File: src/vtb_pkg.sv
// Shared types, constants and helpers for the vertex transform and bounding-box block.
package vtb_pkg;

	localparam int COORD_W    = 32;
	localparam int ANGLE_W    = 16;
	localparam int CFG_IDX_W  = 3;
	localparam int CFG_DATA_W = 32;
	localparam int PROD_W     = 2 * COORD_W;
	localparam int ROT_FRAC   = 14;
	localparam int SCALE_FRAC = 16;
	localparam int AXES       = 3;
	localparam int MULS       = 4;
	localparam int QDEPTH     = 2;
	localparam int QPTR_W     = (QDEPTH > 1) ? $clog2(QDEPTH) : 1;
	localparam int QCNT_W     = $clog2(QDEPTH + 1);

	typedef logic signed [COORD_W-1:0] coord_t;
	typedef logic signed [ANGLE_W-1:0] angle_t;
	typedef logic signed [PROD_W-1:0]  prod_t;
	typedef logic [1:0]                axis_t;

	localparam axis_t AXIS_X = 2'd0;
	localparam axis_t AXIS_Y = 2'd1;
	localparam axis_t AXIS_Z = 2'd2;

	localparam coord_t COORD_MAX = {1'b0, {(COORD_W-1){1'b1}}};
	localparam coord_t COORD_MIN = {1'b1, {(COORD_W-1){1'b0}}};
	localparam coord_t SCALE_ONE = COORD_W'(64'sd1 <<< SCALE_FRAC);
	localparam angle_t ANGLE_ONE = ANGLE_W'(32'sd1 <<< ROT_FRAC);
	localparam prod_t  ROT_RND   = PROD_W'(64'sd1 <<< (ROT_FRAC - 1));
	localparam prod_t  SCL_RND   = PROD_W'(64'sd1 <<< (SCALE_FRAC - 1));

	typedef enum logic [2:0] {
		MODE_ROT_X   = 3'd0,
		MODE_ROT_Y   = 3'd1,
		MODE_ROT_Z   = 3'd2,
		MODE_SHIFT_X = 3'd3,
		MODE_SHIFT_Y = 3'd4,
		MODE_SHIFT_Z = 3'd5,
		MODE_SCALE   = 3'd6,
		MODE_BBOX    = 3'd7
	} mode_t;

	typedef enum logic [CFG_IDX_W-1:0] {
		CFG_MODE   = 3'd0,
		CFG_SINE   = 3'd1,
		CFG_COSINE = 3'd2,
		CFG_SHIFT  = 3'd3,
		CFG_SCALE  = 3'd4
	} cfg_idx_t;

	typedef enum logic [2:0] {
		OP_PASS  = 3'd0,
		OP_BBOX  = 3'd1,
		OP_ROT   = 3'd2,
		OP_SHIFT = 3'd3,
		OP_SCALE = 3'd4
	} op_t;

	typedef struct packed {
		mode_t  mode;
		angle_t sine;
		angle_t cosine;
		coord_t shift_amount;
		coord_t scale_factor;
	} cfg_t;

	typedef struct packed {
		op_t    op;
		axis_t  axis;
		coord_t x;
		coord_t y;
		coord_t z;
		logic   first;
	} qent_t;

	typedef struct packed {
		logic empty;
		logic full;
	} qstat_t;

	typedef struct packed {
		logic box_valid;
		logic busy;
	} bkstat_t;

	function automatic coord_t sat_coord(input prod_t v);
		if (v > PROD_W'(COORD_MAX))
			return COORD_MAX;
		else if (v < PROD_W'(COORD_MIN))
			return COORD_MIN;
		else
			return v[COORD_W-1:0];
	endfunction

endpackage

File: src/vtb_queue.sv
// Short FIFO between the front end and the arithmetic back end.
module vtb_queue (
	input  logic             clk,
	input  logic             arst_n,
	input  logic             push,
	input  vtb_pkg::qent_t   wr_entry,
	input  logic             pop,
	output vtb_pkg::qent_t   head,
	output vtb_pkg::qstat_t  qstat
);
	import vtb_pkg::*;

	qent_t              mem_q [QDEPTH];
	logic [QPTR_W-1:0]  wr_ptr_q;
	logic [QPTR_W-1:0]  rd_ptr_q;
	logic [QCNT_W-1:0]  count_q;
	logic               do_push;
	logic               do_pop;

	assign qstat.empty = (count_q == '0);
	assign qstat.full  = (count_q == QCNT_W'(QDEPTH));
	assign do_push     = push && !qstat.full;
	assign do_pop      = pop && !qstat.empty;
	assign head        = mem_q[rd_ptr_q];

	function automatic logic [QPTR_W-1:0] ptr_inc(input logic [QPTR_W-1:0] p);
		if (p == QPTR_W'(QDEPTH - 1))
			return '0;
		else
			return p + 1'b1;
	endfunction

	always_ff @(posedge clk or negedge arst_n) begin
		if (!arst_n) begin
			wr_ptr_q <= '0;
			rd_ptr_q <= '0;
			count_q  <= '0;
		end else begin
			if (do_push)
				wr_ptr_q <= ptr_inc(wr_ptr_q);
			if (do_pop)
				rd_ptr_q <= ptr_inc(rd_ptr_q);
			if (do_push && !do_pop)
				count_q <= count_q + 1'b1;
			else if (do_pop && !do_push)
				count_q <= count_q - 1'b1;
		end
	end

	always_ff @(posedge clk) begin
		if (do_push)
			mem_q[wr_ptr_q] <= wr_entry;
	end

endmodule

File: config.mk
export PLATFORM = sky130hd
export DESIGN_NAME = vtb_queue
export DESIGN_NICKNAME = d
export VERILOG_FILES = /design/src/vtb_pkg.sv /design/src/vtb_queue.sv
export SDC_FILE = /design/constraint.sdc
export NUM_CORES = 1
export LEC_CHECK = 0
export BUFFER_PORTS_ARGS = -buffer_cell sky130_fd_sc_hd__buf_2
export CAP_MARGIN = 10
export CORE_MARGIN = 3
export CORE_UTILIZATION = 56
export DETAILED_ROUTE_END_ITERATION = 8
export PLACE_DENSITY_LB_ADDON = 0.3
export REMOVE_ABC_BUFFERS = 1
export SYNTH_ARGS = -nofsm -noshare
export SYNTH_HDL_FRONTEND = slang
export SYNTH_SLANG_ARGS = --single-unit
export TNS_END_PERCENT = 1
File: constraint.sdc
create_clock -name clk -period 12.65 [get_ports clk]
set_clock_uncertainty 0.15 [all_clocks]
set_input_delay 0.6325 -clock clk [delete_from_list [all_inputs] [get_ports clk]]
set_output_delay 0.6325 -clock clk [all_outputs]
set_load 0.01 [all_outputs]
==> results.py <==
metrics = {
    "power": {
        "power_density_nw_per_um2": 229.4,
        "p_leak_nw": 3.539,
        "p_total_mw": 2.156,
        "max-vdd-ir-drop_mv": 0.1935,
    },
    "timing": {
        "fmaxAchievable_mhz": 295.8,
        "rsz0062_at_grt": "false",
        "setup_tns_ns": 0,
        "hold_viol": 0,
        "relSlewSlack_pct": 31.60,
        "worst_pin_slew_ns": 1.026,
        "fin_crit_ns": 3.381,
        "slew_violations": 0,
        "setup_slack_ns": 9.269,
        "finalSetupViolations": 0,
        "period_share_pct": 26.73,
    },
    "floorplanning": {
        "dieWidth_um": 122.3,
        "rows": 41,
        "io-pin-count": 210,
        "start_util_pct": 58.58,
        "die-area_um2": 14950,
        "core_um2": 12930,
        "dieHeight_um": 122.3,
    },
    "clocking": {
        "post_cts_resized": 0,
        "htree_levels": 1,
        "cts_sinks": 208,
        "cts_tree": "done",
        "postCtsHoldBufs": 1,
        "cts_root_buf": "clkbuf_16",
        "insertion_delay_ns": 0.47,
        "clk_pin_slew_worst_paths_ns": 0.06,
        "cts_setup_buffers": 0,
        "clk_path_buf_depth": 3,
        "cts-buffers-inserted": 20,
    },
    "worst_setup_path": {
        "end_kind": "output pin",
        "cp.arrival_ns": 2.60,
        "cp_data_required_time_ns": 11.87,
        "r2r_cells": 3,
        "r2r_setup_slack_ns": 10.13,
        "worstSetupPathType": "reg2out",
        "rr_startpoint": "count_q[0]$_DFFE_PN0P_",
        "rr_endpoint": "mem_q[1][3]$_DFFE_PP_",
        "critPathLaunchType": "flop",
        "cp_max_fo": 80,
    },
    "global_route": {
        "grt.overflow.total": 0,
        "grt_start_max_net_pins": 81,
        "track_usage_pct": 17.46,
        "antenna_found_initial": 2,
        "grt_pass1_vias": 4072,
        "grt_pass1_wl_um": 20240,
    },
    "cells_and_area": {
        "layout_common_cells": "buf_2, edfxtp_1, mux2_2",
        "drive_gt1_share_pct": 59.76,
        "multi_input_area_um2": 1250,
        "area_growth_pct": 24.12,
        "final_common_cell": "buf_2",
        "final_nets": 668,
        "fill_cells": 854,
        "ff_latch_area_um2": 6230,
        "antenna_cells": 0,
    },
    "run": {
        "drv_cap": 0,
    },
    "logic_synthesis": {
        "ys_ff_latch": 208,
        "synthesis.area_um2": 7572,
        "synth_largest_area_cell": "edfxtp_1",
        "ys_seq_area_share_pct": 82.22,
        "synth_top_area_share_pct": 80.90,
        "avgSynthCellArea_um2": 22.54,
        "ys.warnings.count": 0,
        "synth_cells": 336,
        "synth.distinct_cells": 15,
        "synth_area_leaders": "edfxtp_1, mux2_2, dfrtp_1",
    },
    "detailed_routing": {
        "dr.first_iter.drc_count": 242,
        "first_pass_iters": 4,
        "drt-total-wl_um": 13480,
        "drcViolationCount": 0,
        "wl_per_cell_um": 18.08,
        "vias": 3829,
        "avgViaCountPerCell": 5.133,
        "ant_nets": 0,
    },
    "placed_design": {
        "preCtsSetupSlack_ns": 9.746,
        "io_buffers": 209,
        "hpwl_um": 8920,
        "place_congestion": 0.7054,
    },
    "min_path": {
        "holdPathEnd": "mem_q[1][71]$_DFFE_PP_",
        "hold_class": "in2reg",
        "min_path_cells": 1,
        "worstHoldStart": "wr_entry[71]",
    },
    "status": {
        "outcome": "finished clean",
    },
}
## kinds of logic after synthesis
family | count (synthesis) | synth area share [%]
simple gates | 6 | 0.3636
mux | 102 | 15.17
flops | 208 | 82.22
xor+xnor | 5 | 0.5784
compound gates | 1 | 0.06603
buf+inv | 13 | 1.438
fa+ha+maj | 1 | 0.1652
## critical path, stage by stage (launching register included)
cell and delay [ns]:
dfrtp_4 0.64, buf_4 0.85, mux2_2 0.44, buf_2 0.14
## report_power, final
| group | switching (mW) | internal (mW) | leakage [nW] |
|---|---|---|---|
| Sequential | 0.0504 | 0.944 | 1.94 |
| Clock | 0.228 | 0.323 | 0.295 |
| Combinational | 0.329 | 0.281 | 1.30 |
| Total | 0.608 | 1.55 | 3.54 |
## layout make-up
type / instances / share of cell area, %
tap: 172 / 2.290
timing repair buffer: 214 / 11.55
multi-input combinational: 115 / 13.30
clock inverter: 9 / 0.7055
sequential: 208 / 66.28
inverter: 2 / 0.07987
clock buffer: 26 / 5.791
## flip-flops by register name, summed over array words and instances (netlist names)
name,flops
count_q,2
mem_q,204
rd_ptr_q,1
wr_ptr_q,1
## routing by layer
layer	share of wire (%)	track usage (%)
met1	39	22.15
met2	48	28.92
met3	11	6.590
met4	1.6	4.129
met5	0.13	0
## cells in the mapped netlist, drive strengths merged
| library cell | n |
|---|---|
| ha | 1 |
| nand2 | 1 |
| mux2 | 102 |
| nand2b | 1 |
| and3 | 1 |
| xor2 | 2 |
| nor2 | 3 |
| edfxtp | 204 |
| buf | 11 |
| o21ai | 1 |
| dfrtp | 4 |
| inv | 2 |
| xnor2 | 3 |
## worst max path at each step
stage	from	endpoint	slack, ns	cells past startpoint
after floorplan	push	mem_q[0][0]$_DFFE_PP_	6.97	2
after global placement	rd_ptr_q$_DFFE_PN0P_	head[100]	9.76	3
after detailed placement	rd_ptr_q$_DFFE_PN0P_	head[100]	9.75	3
after CTS	rd_ptr_q$_DFFE_PN0P_	head[100]	9.24	3
after global routing	rd_ptr_q$_DFFE_PN0P_	head[81]	9.15	3
final	rd_ptr_q$_DFFE_PN0P_	head[100]	9.27	3
## stage by stage
step                util, %  cells  instance area, um^2  hold WS, ns
finish                72.71    746                 9399       0.1930
CTS                   72.71    746                 9399       0.1804
global route          72.71    746                 9399       0.1769
detailed placement    67.91    710                 8778       0.2917
global placement      67.91    710                 8778       0.2895
floorplan                 -    325                 7471       0.1869
Power figures use the tool's default switching activity.
