$ cat src/vtb_pkg.sv
// Shared types, constants and helpers for the vertex transform and bounding-box block.
package vtb_pkg;

	localparam int COORD_W    = 32;
	localparam int ANGLE_W    = 16;
	localparam int CFG_IDX_W  = 3;
	localparam int CFG_DATA_W = 32;
	localparam int PROD_W     = 2 * COORD_W;
	localparam int ROT_FRAC   = 14;
	localparam int SCALE_FRAC = 16;
	localparam int AXES       = 3;
	localparam int MULS       = 4;
	localparam int QDEPTH     = 2;
	localparam int QPTR_W     = (QDEPTH > 1) ? $clog2(QDEPTH) : 1;
	localparam int QCNT_W     = $clog2(QDEPTH + 1);

	typedef logic signed [COORD_W-1:0] coord_t;
	typedef logic signed [ANGLE_W-1:0] angle_t;
	typedef logic signed [PROD_W-1:0]  prod_t;
	typedef logic [1:0]                axis_t;

	localparam axis_t AXIS_X = 2'd0;
	localparam axis_t AXIS_Y = 2'd1;
	localparam axis_t AXIS_Z = 2'd2;

	localparam coord_t COORD_MAX = {1'b0, {(COORD_W-1){1'b1}}};
	localparam coord_t COORD_MIN = {1'b1, {(COORD_W-1){1'b0}}};
	localparam coord_t SCALE_ONE = COORD_W'(64'sd1 <<< SCALE_FRAC);
	localparam angle_t ANGLE_ONE = ANGLE_W'(32'sd1 <<< ROT_FRAC);
	localparam prod_t  ROT_RND   = PROD_W'(64'sd1 <<< (ROT_FRAC - 1));
	localparam prod_t  SCL_RND   = PROD_W'(64'sd1 <<< (SCALE_FRAC - 1));

	typedef enum logic [2:0] {
		MODE_ROT_X   = 3'd0,
		MODE_ROT_Y   = 3'd1,
		MODE_ROT_Z   = 3'd2,
		MODE_SHIFT_X = 3'd3,
		MODE_SHIFT_Y = 3'd4,
		MODE_SHIFT_Z = 3'd5,
		MODE_SCALE   = 3'd6,
		MODE_BBOX    = 3'd7
	} mode_t;

	typedef enum logic [CFG_IDX_W-1:0] {
		CFG_MODE   = 3'd0,
		CFG_SINE   = 3'd1,
		CFG_COSINE = 3'd2,
		CFG_SHIFT  = 3'd3,
		CFG_SCALE  = 3'd4
	} cfg_idx_t;

	typedef enum logic [2:0] {
		OP_PASS  = 3'd0,
		OP_BBOX  = 3'd1,
		OP_ROT   = 3'd2,
		OP_SHIFT = 3'd3,
		OP_SCALE = 3'd4
	} op_t;

	typedef struct packed {
		mode_t  mode;
		angle_t sine;
		angle_t cosine;
		coord_t shift_amount;
		coord_t scale_factor;
	} cfg_t;

	typedef struct packed {
		op_t    op;
		axis_t  axis;
		coord_t x;
		coord_t y;
		coord_t z;
		logic   first;
	} qent_t;

	typedef struct packed {
		logic empty;
		logic full;
	} qstat_t;

	typedef struct packed {
		logic box_valid;
		logic busy;
	} bkstat_t;

	function automatic coord_t sat_coord(input prod_t v);
		if (v > PROD_W'(COORD_MAX))
			return COORD_MAX;
		else if (v < PROD_W'(COORD_MIN))
			return COORD_MIN;
		else
			return v[COORD_W-1:0];
	endfunction

endpackage

$ cat src/vtb_vertex_if.sv
// Vertex input channel: valid/ready handshake with one vertex per item.
interface vtb_vertex_if;
	logic                                valid;
	logic                                ready;
	logic signed [vtb_pkg::COORD_W-1:0] coord_x;
	logic signed [vtb_pkg::COORD_W-1:0] coord_y;
	logic signed [vtb_pkg::COORD_W-1:0] coord_z;
	logic                                first_vertex;

	modport source (output valid, coord_x, coord_y, coord_z, first_vertex, input ready);
	modport sink (input valid, coord_x, coord_y, coord_z, first_vertex, output ready);
endinterface

$ cat src/vtb_front.sv
// Front end: accepts vertices and classifies them into an operation and an axis.
module vtb_front (
	vtb_vertex_if.sink       vertex,
	input  vtb_pkg::cfg_t    cfg,
	input  vtb_pkg::qstat_t  qstat,
	output logic             push,
	output vtb_pkg::qent_t   entry
);
	import vtb_pkg::*;

	op_t   op;
	axis_t axis;

	always_comb begin
		op   = OP_BBOX;
		axis = AXIS_X;
		case (cfg.mode)
			MODE_ROT_X: begin
				op   = OP_ROT;
				axis = AXIS_X;
			end
			MODE_ROT_Y: begin
				op   = OP_ROT;
				axis = AXIS_Y;
			end
			MODE_ROT_Z: begin
				op   = OP_ROT;
				axis = AXIS_Z;
			end
			MODE_SHIFT_X: begin
				op   = OP_SHIFT;
				axis = AXIS_X;
			end
			MODE_SHIFT_Y: begin
				op   = OP_SHIFT;
				axis = AXIS_Y;
			end
			MODE_SHIFT_Z: begin
				op   = OP_SHIFT;
				axis = AXIS_Z;
			end
			MODE_SCALE: begin
				// unity and zero factors leave the vertex untouched
				if (cfg.scale_factor == '0 || cfg.scale_factor == SCALE_ONE)
					op = OP_PASS;
				else
					op = OP_SCALE;
			end
			MODE_BBOX: op = OP_BBOX;
			default:   op = OP_BBOX;
		endcase
	end

	assign vertex.ready = !qstat.full;
	assign push         = vertex.valid && !qstat.full;

	assign entry.op    = op;
	assign entry.axis  = axis;
	assign entry.x     = vertex.coord_x;
	assign entry.y     = vertex.coord_y;
	assign entry.z     = vertex.coord_z;
	assign entry.first = vertex.first_vertex;

endmodule

$ cat src/flat_wrapper.sv
// flat-port wrapper written by rule: the top's interface ports become plain ports
module vtb_front_flat import vtb_pkg::*;
  (cfg, qstat, push, entry, vertex_valid, vertex_coord_x, vertex_coord_y, vertex_coord_z, vertex_first_vertex, vertex_ready);
  vtb_vertex_if vertex_i ();
  input  vtb_pkg::cfg_t cfg;
  input  vtb_pkg::qstat_t qstat;
  output logic push;
  output vtb_pkg::qent_t entry;
  input wire logic [$bits(vertex_i.valid)-1:0] vertex_valid;
  input wire logic [$bits(vertex_i.coord_x)-1:0] vertex_coord_x;
  input wire logic [$bits(vertex_i.coord_y)-1:0] vertex_coord_y;
  input wire logic [$bits(vertex_i.coord_z)-1:0] vertex_coord_z;
  input wire logic [$bits(vertex_i.first_vertex)-1:0] vertex_first_vertex;
  output wire logic [$bits(vertex_i.ready)-1:0] vertex_ready;
  assign vertex_i.valid = vertex_valid;
  assign vertex_i.coord_x = vertex_coord_x;
  assign vertex_i.coord_y = vertex_coord_y;
  assign vertex_i.coord_z = vertex_coord_z;
  assign vertex_i.first_vertex = vertex_first_vertex;
  assign vertex_ready = vertex_i.ready;
  vtb_front u_core (.vertex(vertex_i), .cfg(cfg), .qstat(qstat), .push(push), .entry(entry));
endmodule
$ cat config.mk
export PLATFORM = sky130hd
export DESIGN_NAME = vtb_front_flat
export DESIGN_NICKNAME = d
export VERILOG_FILES = /design/src/vtb_pkg.sv /design/src/vtb_vertex_if.sv /design/src/vtb_front.sv /design/src/flat_wrapper.sv
export SDC_FILE = /design/constraint.sdc
export NUM_CORES = 1
export LEC_CHECK = 0
export ABC_AREA = 1
export BUFFER_PORTS_ARGS = -buffer_cell sky130_fd_sc_hd__buf_2
export CORE_AREA = 2 2 117 119
export DETAILED_ROUTE_END_ITERATION = 10
export DIE_AREA = 0 0 119 121
export SYNTH_ARGS = -nofsm -noshare
export SYNTH_HDL_FRONTEND = slang
export SYNTH_SLANG_ARGS = --single-unit
$ cat constraint.sdc
create_clock -name vclk -period 0.8
set_input_delay 0 -clock vclk [all_inputs]
set_output_delay 0 -clock vclk [all_outputs]
set_load 0.1 [all_outputs]
==> impl_metrics.tcl <==
set metrics [dict create \
    io_pins 303 \
    wl_um 2654 \
    place_congestion 0.5495 \
    hold_start "vertex_coord_x[10]" \
    syn_nets 340 \
    drtIter0Drc 13 \
    hold_ws_ns 0.00002793 \
    dpl_cell_area_um2 755.7 \
    grt_usage_pct 3.175 \
    antenna_cells 0 \
    slew_headroom_pct 87.51 \
    portBuffers 43 \
    finalCritPeriodShare_pct 101.8 \
    maxCapViolCount 0 \
    ir_drop_mv 0.2718 \
    cp_data_required_time_ns 0.80 \
    ys_seq_area_share_pct 0 \
    rsz0062_at_grt "yes" \
    power_w 0.0005250 \
    drive_gt1_share_pct 81.32 \
    grt_pass1_vias 622 \
    register_area_um2 0 \
    start_kind "input port" \
    die_w_um 119 \
    overflow 0 \
    stdcell_area_um2 968.4 \
    synth_cell_types 8 \
    drcViolationCount 0 \
    path_class "input port to output pin" \
    met2_usage_pct 4.526 \
    setup_viol 1 \
    dieArea_mm2 0.01440 \
    setup_ws_ns -0.01419 \
    crit_start "cfg[26]" \
    firstDrtPassIters 2 \
    cts_setup_buffers 0 \
    final_antenna_net_count 0 \
    fillers 1527 \
    cp.arrival_ns 0.81 \
    drv_slew 0 \
    clockBufferCount 0 \
    grt_start_max_net_pins 5 \
    fin_util_pct 7.401 \
    violations "setup timing" \
    core.rowCount 42 \
    status "finished with violations" \
    worstHoldPathType "input port to output pin" \
    worst_slew_pin_slew_ns 0.1874 \
    period_needed_ns 0.8142 \
    cp_max_fo 1 \
    syn2layout_area_growth_pct 7.202 \
    vias_per_cell 2.221 \
    design.seq.count 0 \
    final-hold-violation-count 0 \
    use_met3_pct 3.148 \
    wl_per_cell_um 9.940 \
    use_met1_pct 1.960 \
    synth_area_um2 903.4 \
    end_kind "output pin" \
    initial_core_util_pct 6.904 \
    dp_slack_ns -0.3621 \
    nNetsFinal 292 \
    syn_avg_cell_area_um2 6.407 \
    synth_warnings 0 \
    p_leak_nw 0.3718 \
    antenna_found_initial 0 \
    grt-busiest-layer "met2" \
    p_per_area_mw_per_mm2 542.1 \
    coreArea_mm2 0.01309 \
    synth_cells 141 \
    num_vias 593 \
    die_h_um 121 \
    grt_pass1_wl_um 3401 \
    timing.fmax_mhz 1228 \
    ctsHoldBuffers 0 \
    dp_hpwl_um 2260 \
]
critical path, cell delays in order:
cell and delay [ns]:
buf_6 0.09, nor2_4 0.09, nand2_2 0.08, nor2_4 0.12
nand2_4 0.07, nor2_4 0.14, nor2_4 0.05, buf_12 0.16
per-stage QoR:
stage	TNS (ns)	instances
after floorplan	-0.3883	141
after global placement	-0.3791	268
after detailed placement	-0.3621	268
after CTS	-0.09630	268
after global routing	-0.1654	267
final	-0.01419	267
final cells by class:
type,count,area [um2],area share (%)
inverters,4,15.01,1.550
repair buffers,47,425.4,43.93
well taps,176,220.2,22.74
multi-input cells,40,307.8,31.78
cells in the mapped netlist:
library cell / count / share of area [%]
o21a_1: 1 / 0.83
o21ai_0: 1 / 0.55
nand3b_1: 1 / 0.83
nand2_1: 13 / 5.4
a21oi_1: 1 / 0.55
buf_4: 97 / 81
inv_1: 4 / 1.7
nor2_1: 23 / 9.6
cell families (layout without fill, tap and decap cells):
| group | after synthesis | count (layout) | synth area share (%) |
|---|---|---|---|
| AND/OR/NAND/NOR | 37 | 37 | 15.79 |
| buffers and inverters | 101 | 51 | 82.27 |
| AO/OA/AOI/OAI | 3 | 3 | 1.938 |
power by group:
group | switching, W | total (W) | internal [W]
Clock | 0 | 0 | 0
Sequential | 0 | 0 | 0
Combinational | 0.000287 | 0.000525 | 0.000238
Total | 0.000287 | 0.000525 | 0.000238
placed cells by master (no fill, tap or decap):
master     n
nand2_1    7
nand3b_1   1
a21oi_1    1
nand2_2    4
inv_1      4
o21a_2     1
buf_2     24
nor2_1     4
nor2_2     5
buf_12     7
nand2_4    2
buf_6     12
nor2_4    14
o21ai_2    1
buf_4      4
worst paths after layout:
path	end	slack [ns]	cells past startpoint
max	entry[101]	-0.01	8
min	entry[75]	0.00003	0
routing by layer:
layer | vias up | part of all wire [%]
met4 | 0 | 13
met1 | 220 | 20
met2 | 91 | 42
met5 | - | 0
met3 | 54 | 25
li1 | 228 | -
repair_timing:
item	CTS	global route
gates resized for setup	21	32
endpoints found under the setup margin	1	3
pin swaps	10	22
Power figures use the tool's default switching activity.
